`src/design/bcd_pkg.sv`:
```
// shared types and constants of the block change detector
`default_nettype none
package bcd_pkg;

   // pixels per 8x8 block and the index width inside a block
   localparam int unsigned BLK_PIX   = 64;
   localparam int unsigned PIX_W     = 6;
   localparam int unsigned CHAN_W    = 8;
   localparam int unsigned RGB_W     = 24;
   localparam int unsigned SUM_W     = 16;
   localparam int unsigned BLKNUM_W  = 11;
   localparam int unsigned COUNT_W   = 12;
   localparam int unsigned TOTAL_W   = 13;
   localparam int unsigned SIZE_W    = 6;
   localparam int unsigned THR_W     = 16;
   localparam int unsigned CSR_IDX_W = 2;
   localparam int unsigned RSP_DATA_W = 64;
   localparam int unsigned RSP_USER_W = 2;

   // configuration register indexes
   localparam logic [CSR_IDX_W-1:0] REG_WIDTH     = 2'd0;
   localparam logic [CSR_IDX_W-1:0] REG_HEIGHT    = 2'd1;
   localparam logic [CSR_IDX_W-1:0] REG_THRESHOLD = 2'd2;

   // configuration reset values
   localparam logic [SIZE_W-1:0] WIDTH_RST     = 6'd30;
   localparam logic [SIZE_W-1:0] HEIGHT_RST    = 6'd40;
   localparam logic [THR_W-1:0]  THRESHOLD_RST = 16'd192;

   // controller to datapath commands
   typedef struct packed {
      logic accept;     // latch pixel, write block buffer, read reference
      logic diff;       // accumulate absolute differences
      logic decide;     // close the block: change decision, map, counters
      logic rd;         // read block buffer at the sweep index
      logic ld;         // write reference, load pixel request if emitting
      logic res_load;   // load the single block request
      logic inc_idx;    // advance the sweep index
   } cmd_type;

   // datapath to controller status
   typedef struct packed {
      logic last_pix;     // pixel just accepted closes its block
      logic will_copy;    // block about to close is copied into the reference
      logic emit_pixels;  // closed block sends its 64 pixels
      logic idx_last;     // sweep index is at the last pixel
      logic rsp_taken;    // result request taken this cycle
   } sts_type;

endpackage
`default_nettype wire

```
`src/design/bcd_ctrl.sv`:
```
// sequencer for pixel intake, block decision and result emission
`default_nettype none
module bcd_ctrl
   import bcd_pkg::*;
(
   input  wire     clock,
   input  wire     reset,
   input  wire     req_tvalid,
   output logic    req_tready,
   input  sts_type sts,
   output cmd_type cmd
);

   localparam logic [2:0] S_IDLE   = 3'd0;
   localparam logic [2:0] S_DIFF   = 3'd1;
   localparam logic [2:0] S_DECIDE = 3'd2;
   localparam logic [2:0] S_RD     = 3'd3;
   localparam logic [2:0] S_LD     = 3'd4;
   localparam logic [2:0] S_RES    = 3'd5;
   localparam logic [2:0] S_WT     = 3'd6;

   logic [2:0] state_ff;
   logic [2:0] state_in;

   assign req_tready = (state_ff == S_IDLE);

   // next state and commands
   always_comb begin
      state_in = state_ff;
      cmd      = '0;
      case (state_ff)
         S_IDLE: begin
            if (req_tvalid) begin
               cmd.accept = 1'b1;
               state_in   = S_DIFF;
            end
         end
         S_DIFF: begin
            cmd.diff = 1'b1;
            state_in = sts.last_pix ? S_DECIDE : S_IDLE;
         end
         S_DECIDE: begin
            cmd.decide = 1'b1;
            state_in   = sts.will_copy ? S_RD : S_RES;
         end
         S_RD: begin
            cmd.rd   = 1'b1;
            state_in = S_LD;
         end
         S_LD: begin
            cmd.ld = 1'b1;
            if (sts.emit_pixels) begin
               state_in = S_WT;
            end else if (sts.idx_last) begin
               state_in = S_RES;
            end else begin
               cmd.inc_idx = 1'b1;
               state_in    = S_RD;
            end
         end
         S_RES: begin
            cmd.res_load = 1'b1;
            state_in     = S_WT;
         end
         S_WT: begin
            if (sts.rsp_taken) begin
               if (!sts.emit_pixels || sts.idx_last) begin
                  state_in = S_IDLE;
               end else begin
                  cmd.inc_idx = 1'b1;
                  state_in    = S_RD;
               end
            end
         end
         default: begin
            state_in = S_IDLE;
         end
      endcase
   end

   always_ff @(posedge clock) begin
      if (reset) begin
         state_ff <= S_IDLE;
      end else begin
         state_ff <= state_in;
      end
   end

endmodule
`default_nettype wire

```
`config.mk`:
```
export PLATFORM = sky130hd
export DESIGN_NAME = bcd_ctrl
export DESIGN_NICKNAME = d
export VERILOG_FILES = /design/src/design/bcd_pkg.sv /design/src/design/bcd_ctrl.sv
export SDC_FILE = /design/constraint.sdc
export NUM_CORES = 1
export LEC_CHECK = 0
export BUFFER_PORTS_ARGS = -buffer_cell sky130_fd_sc_hd__buf_2
export CORE_AREA = 2 2 39 41
export DETAILED_ROUTE_END_ITERATION = 10
export DIE_AREA = 0 0 41 43
export PLACE_DENSITY = 0.55
export SYNTH_ARGS = -nofsm -noshare
export SYNTH_HDL_FRONTEND = slang
export SYNTH_SLANG_ARGS = --single-unit
```
`constraint.sdc`:
```
create_clock -name clock -period 1.2 [get_ports clock]
set_input_delay 0.06 -clock clock [delete_from_list [all_inputs] [get_ports clock]]
set_output_delay 0.06 -clock clock [all_outputs]
set_load 0.01 [all_outputs]
```
==> results of run 1 <==
stage by stage:
| stage | std cells | TNS (ps) | utilization [%] | hold slack, ps |
|---|---|---|---|---|
| after floorplan | 35 | 0 | - | 132 |
| after global placement | 65 | 0 | 26.9 | 245 |
| after detailed placement | 65 | 0 | 26.9 | 241 |
| after CTS | 70 | 0 | 30.5 | 135 |
| after global routing | 71 | -66.2 | 33.5 | 140 |
| final | 71 | 0 | 33.5 | 134 |
cell usage after synthesis:
master / count / area share, %
inv_2: 1 / 1.3
buf_6: 3 / 11
nor3b_1: 1 / 2.5
nand2b_1: 1 / 2.1
and3b_2: 1 / 3.4
o31ai_1: 1 / 2.5
nor2b_1: 2 / 4.2
inv_1: 1 / 1.3
a211oi_2: 1 / 4.2
o221a_1: 1 / 3.8
dfxtp_1: 3 / 20
and2b_2: 1 / 3.0
nor4b_1: 1 / 3.0
nor3_1: 2 / 3.4
nand2_1: 1 / 1.3
o21a_1: 1 / 2.5
o22ai_1: 1 / 2.1
a21oi_1: 2 / 3.4
nand3_1: 1 / 1.7
nor3_2: 1 / 3.4
a221oi_2: 1 / 5.1
o211ai_1: 1 / 2.5
and2_2: 2 / 5.1
a21o_1: 1 / 2.5
nor2_1: 3 / 3.8
routing by layer:
layer  global-route usage (%)  vias up
met5                        0        -
met1                     13.1      139
met4                     4.00        0
met2                     14.1       11
li1                         -      168
met3                     6.28        0
kinds of logic after synthesis:
family,count (synthesis)
buf+inv,5
flops,3
compound gates,10
simple gates,17
worst reg2reg max path, stage by stage, from the launching register on:
cell and delay, ps:
dfxtp_4 370, nor4b_1 310, a21oi_1 70, nand2_1 90
a211oi_2 60
timing repair:
| item | 4_1_cts | 5_1_grt |
|---|---|---|
| gates cloned | 0 | 0 |
| endpoints found under the hold margin | 1 | 0 |
| hold buffers | 1 | 0 |
| setup endpoints to repair | 7 | 6 |
| buffers inserted | 0 | 1 |
| gates resized for setup | 6 | 7 |
layout make-up:
| type | instances | area (um^2) |
|---|---|---|
| fill | 150 | 920 |
| tap | 16 | 20.0 |
| clock buffer | 4 | 26.3 |
| multi-input combinational | 27 | 225 |
| timing repair buffer | 19 | 114 |
| inverter | 2 | 7.51 |
| sequential | 3 | 71.3 |
cells in the final DEF, fill, tap and decap left out, types with 2 or more instances in the layout:
cell	instances
buf_2	14
nor2_1	3
clkbuf_4	3
buf_4	3
dfxtp_4	3
and2_2	2
nor3_1	2
a21oi_1	2
worst paths after layout:
path / startpoint / to / slack, ps
worst max-delay path: state_ff[2] / cmd[6] / 20
worst max register to register: state_ff[0] / state_ff[1] / 190
worst min-delay path: sts[4] / state_ff[1] / 130
worst min register to register: state_ff[0] / state_ff[0] / 500
power by group:
| group | leakage [nW] | switching, mW | total (mW) | internal [mW] |
|---|---|---|---|---|
| logic | 0.178 | 0.0553 | 0.131 | 0.0755 |
| registers | 0.0267 | 0.0215 | 0.127 | 0.106 |
| clock network | 0.0150 | 0.0545 | 0.179 | 0.125 |
| total | 0.220 | 0.131 | 0.437 | 0.306 |
==> impl_metrics.tcl, run 1 <==
set metrics [dict create \
    synthCells 35 \
    drtAntennaViolNets 0 \
    power_per_cell_area_mw_per_mm2 942 \
    period_share_pct 98.1 \
    crit_cells 3 \
    cp-end-kind "output port" \
    cp.required_ps 1140 \
    rr_worst_depth 4 \
    via_per_inst 4.48 \
    slew_violations 0 \
    final_cell_area_um2 464 \
    dr_wl_met2_um 377 \
    rows 14 \
    pin_count 16 \
    routedWlPerCell_um 10.4 \
    synth_top_family_by_area "simple AND/OR/NAND/NOR gates" \
    largest_reg_flops 3 \
    place_congestion 0.690 \
    synth_adder_area_share_pct 0 \
    dr_wl_met3_um 48 \
    status "completed" \
    routed.top_layer "met3" \
    critPathKind "register to output port" \
    grt_start_max_net_pins 12 \
    coreArea_mm2 0.00138 \
    critPathBufInv 1 \
    yosysWarningCount 0 \
    p_total_uw 437 \
    ys_ff_latch 3 \
    clock-root-buffer "clkbuf_4" \
    worstPathArrival_ps 1120 \
    max-cap-violations 0 \
    drt-met1-wl_um 310 \
    finalHoldViolations 0 \
    syn_area_um2 295 \
    leakagePower_nw 0.220 \
    grt.total_usage_pct 10.4 \
    largest-register "state_ff" \
    irDropWorstVdd_uv 375 \
    first_pass_iters 2 \
    start_util_pct 21.3 \
    drive_gt1_share_pct 65.5 \
    synth.net_count 43 \
    htree_levels 1 \
    finalWorstPathRequiredPeriod_ps 1180 \
    wl_um 736 \
    fmax_mhz 849 \
    reg_top3 "state_ff (3)" \
    tightest_slew_ps 257 \
    synth_compound_area_share_pct 28.8 \
    fin_nets 64 \
    drt_iter0_markers 2 \
    grt-ovfl-total 0 \
    hold_class "input port to register" \
    clock_path_buffers 2 \
    vias 318 \
    yosysSeqAreaShare_pct 20.3 \
    slowest_stage "dfxtp_4" \
    clock_latency_ps 230 \
    cpPeakStageDelay_ps 390 \
    dp_slack_ps 79.8 \
    grt_pass1_vias 284 \
    drc 0 \
    setup_viol 0 \
    die_area_mm2 0.00176 \
    dp_hpwl_um 509 \
    finalWorstSetupSlack_ps 22.3 \
    grt_first_pass_wirelength_um 1240 \
    area_growth_syn_to_layout_pct 57.2 \
    postSynthAreaPerCell_um2 8.44 \
    synthMuxAreaShare_pct 0 \
    diodes 0 \
    path_clk_slew_ps 40 \
    die_w_um 41 \
    cts_sinks 3 \
    path_cells "nor3_4 > and2_2 > buf_2" \
    path_max_fanout 11 \
    synth_cell_types 25 \
    cts_buffers 3 \
    synth_xor_area_share_pct 0 \
    rsz0062_at_grt "true" \
    finClkSkew_ps 3.42 \
    cts_tree "built" \
    synth-simple-area-share_pct 36.9 \
    cp_top_family "flip-flops" \
    cp-start-kind "register" \
    die_h_um 43 \
    place_area_um2 372 \
    whs_path_depth 3 \
    io_buffers 15 \
    max-slew-margin-rel_pct 82.6 \
    antenna_found_initial 0 \
]
(Power assumes the default switching activity.)
==> run 2: changes to the inputs <==
--- a/config.mk
+++ b/config.mk
@@ -5,11 +5,12 @@
 export SDC_FILE = /design/constraint.sdc
 export NUM_CORES = 1
 export LEC_CHECK = 0
+export ABC_AREA = 1
 export BUFFER_PORTS_ARGS = -buffer_cell sky130_fd_sc_hd__buf_2
 export CORE_AREA = 2 2 39 41
 export DETAILED_ROUTE_END_ITERATION = 10
 export DIE_AREA = 0 0 41 43
-export PLACE_DENSITY = 0.55
+export PLACE_DENSITY = 0.54
 export SYNTH_ARGS = -nofsm -noshare
 export SYNTH_HDL_FRONTEND = slang
 export SYNTH_SLANG_ARGS = --single-unit
==> impl_metrics.tcl, run 2 <==
set metrics [dict create \
    status "complete, but fails checks" \
    violations "setup timing" \
    yosysWarningCount 0 \
    rsz0062_at_grt "true" \
    grt_pass1_vias 324 \
    post-synth-top-area-fraction_pct 20.8 \
    layout_common_cells "buf_2, inv_1, buf_4" \
    internal_power_uw 336 \
    synth_flop_cell "dfxtp_1" \
    whs_path_depth 4 \
    p_sw_share_pct 34.6 \
    dp_hpwl_um 646 \
    die_w_um 41 \
    p_total_uw 514 \
    max-cap-violations 0 \
    wl_um 880 \
    drtAntennaViolNets 0 \
    io_buffers 15 \
    grtUsageMet3_pct 3.14 \
    grt-busiest-layer "met2" \
    clock-root-buffer "clkbuf_4" \
    fillers 150 \
    largest_reg_flops 3 \
    cp.required_ps 1140 \
    synth_cell_types 17 \
    dp_slack_ps 97.7 \
    pin_count 16 \
    seqPwrFrac_pct 24.6 \
    grt.total_usage_pct 11.5 \
    reg_top3 "state_ff (3)" \
    rows 14 \
    grt_start_max_net_pins 9 \
    met1_usage_pct 14.0 \
    cts_sinks 3 \
    grt_first_pass_wirelength_um 1300 \
    clock_path_buffers 2 \
    p_comb_share_pct 39.1 \
    syn_area_um2 289 \
    die_area_mm2 0.00176 \
    coreArea_mm2 0.00138 \
    clock_latency_ps 240 \
    antenna_found_initial 0 \
    worstPathArrival_ps 1150 \
    synth_most_common_cell "inv_1" \
    gr-usage-met2_pct 15.6 \
    grt-ovfl-total 0 \
    cpPeakStageDelay_ps 360 \
    tns_ps -11.6 \
    finalHoldViolations 0 \
    clockPowerShare_pct 36.3 \
    power_switching_uw 178 \
    slew_violations 0 \
    hold_class "input port to register" \
    setup_viol 2 \
    start_util_pct 20.9 \
    seq_area_um2 71.3 \
    slowest_stage "dfxtp_4" \
    irDropWorstVdd_uv 420 \
    fin_cells 93 \
    ys_top_cells_by_area "dfxtp_1, inv_1, nor2_1" \
    area_growth_syn_to_layout_pct 82.7 \
    cp-end-kind "output port" \
    diodes 0 \
    fmax_mhz 829 \
    fin_util_pct 38.2 \
    path_clk_slew_ps 40 \
    synthCells 49 \
    htree_levels 1 \
    routedWlPerCell_um 9.46 \
    first_pass_iters 4 \
    final_common_cell "buf_2" \
    postSynthAreaPerCell_um2 5.90 \
    drc 0 \
    path_cells "inv_2 > nand2_2 > nor3_4 > a31oi_1 > nor2_1 > buf_2" \
    vias 409 \
    tightest_slew_ps 185 \
    rr_worst_depth 7 \
    path_max_fanout 4 \
    finalWorstSetupSlack_ps -6.70 \
    synthTopCellsByCount "inv_1, nor2_1, nand2_1" \
    finClkSkew_ps 2.62 \
    drt_iter0_markers 16 \
    max-slew-margin-rel_pct 87.5 \
    via_per_inst 4.40 \
    multiInputGateArea_um2 203 \
    cp-start-kind "register" \
    place_inst 80 \
    period_share_pct 101 \
    drive_gt1_share_pct 54.5 \
    yosysSeqAreaShare_pct 20.8 \
    cts_tree "built" \
    cts_buffers 3 \
    ys_async_sr_fraction_pct 0 \
    die_h_um 43 \
    power_per_cell_area_mw_per_mm2 974 \
    critPathKind "register to output port" \
    finalWorstPathRequiredPeriod_ps 1210 \
    synth_top_area_cell "dfxtp_1" \
    place_congestion 0.773 \
    fin_nets 86 \
    synth_edf_count 0 \
    ys_ff_latch 3 \
    largest-register "state_ff" \
    leakagePower_nw 0.299 \
    synth.net_count 57 \
]
run 2: cell types whose count changed after synthesis, sizes merged, moves of 2 or more:
cell    change
and2        -2
buf         -3
inv        +11
nand2       +5
nand3       +2
nand3b      +2
nand4       +2
nor2        +7
nor2b       -2
o21ai       +2
run 2: per-layer routing:
metal	vias to the layer above	wire [um]
li1	210	-
met1	179	361
met2	16	449
met3	4	51
met4	0	18
met5	-	0
run 2: critical path, delay by kind of cell, from the launching register on:
family                 cells  cell delay, ps
and+or+nand+nor            3             290
AOI/OAI and AO/OA          1              60
DFF                        1             360
buffers and inverters      2             210
run 2: logic make-up (layout without fill, tap and decap cells):
logic type / after synthesis / in the layout / synth area share, %
buffers and inverters: 14 / 42 / 21.6
and+or+nand+nor: 26 / 26 / 45.5
AOI/OAI and AO/OA: 6 / 6 / 12.1
DFF: 3 / 3 / 20.8
run 2: power by group through the flow:
stage | Sequential (mW) | Clock, mW | Combinational [mW]
after floorplan | 0.118 | 0 | 0.0933
after global placement | 0.123 | 0 | 0.133
after detailed placement | 0.124 | 0 | 0.134
after CTS | 0.125 | 0.190 | 0.149
after global routing | 0.128 | 0.207 | 0.222
final | 0.127 | 0.187 | 0.201
run 2: area by class of cell:
type	count	area share, %
sequential	3	13.5
multi-input combinational	32	38.4
timing repair buffer	25	30.1
clock buffer	4	4.98
tap	16	3.79
inverter	13	9.24
run 2: final timing paths:
kind / start / endpoint / slack, ps
worst max-delay path: state_ff[0] / cmd[0] / -7
worst min-delay path: sts[0] / state_ff[1] / 140
worst max register to register: state_ff[0] / state_ff[0] / 10
worst min register to register: state_ff[2] / state_ff[1] / 720
run 2: per-stage QoR:
stage | area, um^2 | hold slack, ps
after floorplan | 289 | 129
after global placement | 378 | 236
after detailed placement | 378 | 238
after CTS | 450 | 142
after global routing | 528 | 151
final | 528 | 141
run 2: repair_timing:
item | 4_1_cts | 5_1_grt
endpoints found under the hold margin | 1 | 0
setup buffers | 3 | 5
resized for setup | 7 | 11
pin swaps | 1 | 5
setup endpoints to repair | 3 | 5
gates cloned | 0 | 0
hold buffers | 1 | 0
==> run 3: changes to the inputs <==
==> constraint.sdc (replaced) <==
create_clock -name clock -period 1.1 [get_ports clock]
set_input_delay 0.055 -clock clock [delete_from_list [all_inputs] [get_ports clock]]
set_output_delay 0.055 -clock clock [all_outputs]
set_load 0.01 [all_outputs]
==> impl_metrics.tcl, run 3 (synthesized netlist as in run 2, its figures left out) <==
set metrics [dict create \
    status "complete, but fails checks" \
    violations "setup timing" \
    cts_buffers 3 \
    cts_tree "built" \
    leakagePower_nw 0.270 \
    hold_ws_ps 131 \
    htree_levels 1 \
    routed.top_layer "met4" \
    first_pass_iters 4 \
    dp_hpwl_um 589 \
    grt_start_max_net_pins 9 \
    routedWlPerCell_um 8.48 \
    grt-ovfl-total 0 \
    largest-register "state_ff" \
    p_total_uw 492 \
    dr_wl_met3_um 53 \
    largest_reg_flops 3 \
    dr_wl_met2_um 318 \
    clock-root-buffer "clkbuf_4" \
    antenna_found_initial 0 \
    clock_path_buffers 2 \
    drt-met1-wl_um 343 \
    finClkSkew_ps 1.52 \
    coreArea_mm2 0.00138 \
    cp.required_ps 1040 \
    clock_latency_ps 230 \
    place_area_um2 385 \
    path_max_fanout 7 \
    max-cap-violations 0 \
    setup_viol 3 \
    hold_class "input port to register" \
    power_per_cell_area_mw_per_mm2 1090 \
    startpoint "state_ff[2]" \
    path_clk_slew_ps 30 \
    die_area_mm2 0.00176 \
    reg2reg_from "state_ff[2]" \
    io_buffers 15 \
    grt_pass1_vias 296 \
    finalWorstSetupSlack_ps -97.7 \
    drt_iter0_markers 12 \
    pin_count 16 \
    fin_cells 86 \
    slew_violations 0 \
    finalWorstPathRequiredPeriod_ps 1200 \
    layout_common_cells "buf_2, inv_1, nor2_1" \
    worstPathArrival_ps 1140 \
    via_per_inst 4.06 \
    tightest_slew_ps 171 \
    drc 0 \
    period_share_pct 109 \
    wl_um 729 \
    cts_sinks 3 \
    worstReg2RegEnd "state_ff[0]" \
    place_inst 81 \
    finalHoldViolations 0 \
    fin_nets 79 \
    rows 14 \
    rsz0062_at_grt "true" \
    rr_worst_depth 5 \
    place_congestion 0.727 \
    grt_first_pass_wirelength_um 1150 \
    reg_top3 "state_ff (3)" \
    die_w_um 41 \
    max-slew-margin-rel_pct 88.5 \
    cp-start-kind "register" \
    start_util_pct 20.9 \
    area_growth_syn_to_layout_pct 55.8 \
    drtAntennaViolNets 0 \
    endpoint "cmd[6]" \
    irDropWorstVdd_uv 389 \
    cp-end-kind "output port" \
    final_common_cell "buf_2" \
    die_h_um 43 \
    diodes 0 \
    final_cell_area_um2 450 \
    r2r_slack_ps 80 \
    drive_gt1_share_pct 44.3 \
    grt.total_usage_pct 9.33 \
    vias 349 \
    fmax_mhz 835 \
    critPathKind "register to output port" \
]
[run 3: cell type report]
class / instances / area, um^2
flip-flops and latches: 3 / 68.8
multi-input cells: 32 / 176
fillers: 156 / 933
inverters: 13 / 48.8
repair buffers: 18 / 110
well taps: 16 / 20.0
clock buffers: 4 / 26.3
[run 3: timing repair]
action / in CTS / in global routing
resized for setup: 7 / 4
pin swaps: 0 / 0
hold buffers: 1 / 0
hold endpoints to repair: 1 / 0
setup endpoints to repair: 6 / 9
buffers inserted: 0 / 0
[run 3: worst min-delay path by stage]
| stage | from | to | slack [ps] | cells after the start |
|---|---|---|---|---|
| after global routing | sts[0] | state_ff[1] | 150 | 4 |
| final | sts[0] | state_ff[1] | 130 | 4 |
| after CTS | sts[0] | state_ff[1] | 130 | 4 |
| after global placement | reset | state_ff[1] | 240 | 2 |
| after floorplan | reset | state_ff[1] | 120 | 1 |
| after detailed placement | reset | state_ff[1] | 240 | 2 |
[run 3: critical path: stages, from the launching register on]
cell	delay, ps
dfxtp_4	360
nor2_4	120
inv_2	70
nor2_4	120
inv_1	50
nor2_1	70
buf_2	130
[run 3: metrics by stage]
stage / util (%) / TNS [ps] / setup slack, ps
after floorplan: - / 0 / 66.8
after global placement: 27.8 / -21.6 / -21.6
after detailed placement: 27.8 / 0 / 11.2
after CTS: 31.6 / -202 / -109
after global routing: 32.5 / -607 / -198
final: 32.5 / -195 / -97.7
[run 3: power breakdown]
| part | total, mW | internal (mW) | switching (mW) |
|---|---|---|---|
| Combinational | 0.166 | 0.0789 | 0.0869 |
| Clock | 0.190 | 0.136 | 0.0538 |
| Sequential | 0.137 | 0.119 | 0.0180 |
| Total | 0.492 | 0.333 | 0.159 |
[run 3: per-layer routing]
layer	up-vias	global-route usage, %
li1	196	-
met1	137	12.8
met2	14	12.8
met3	2	3.14
met4	0	4.00
met5	-	0
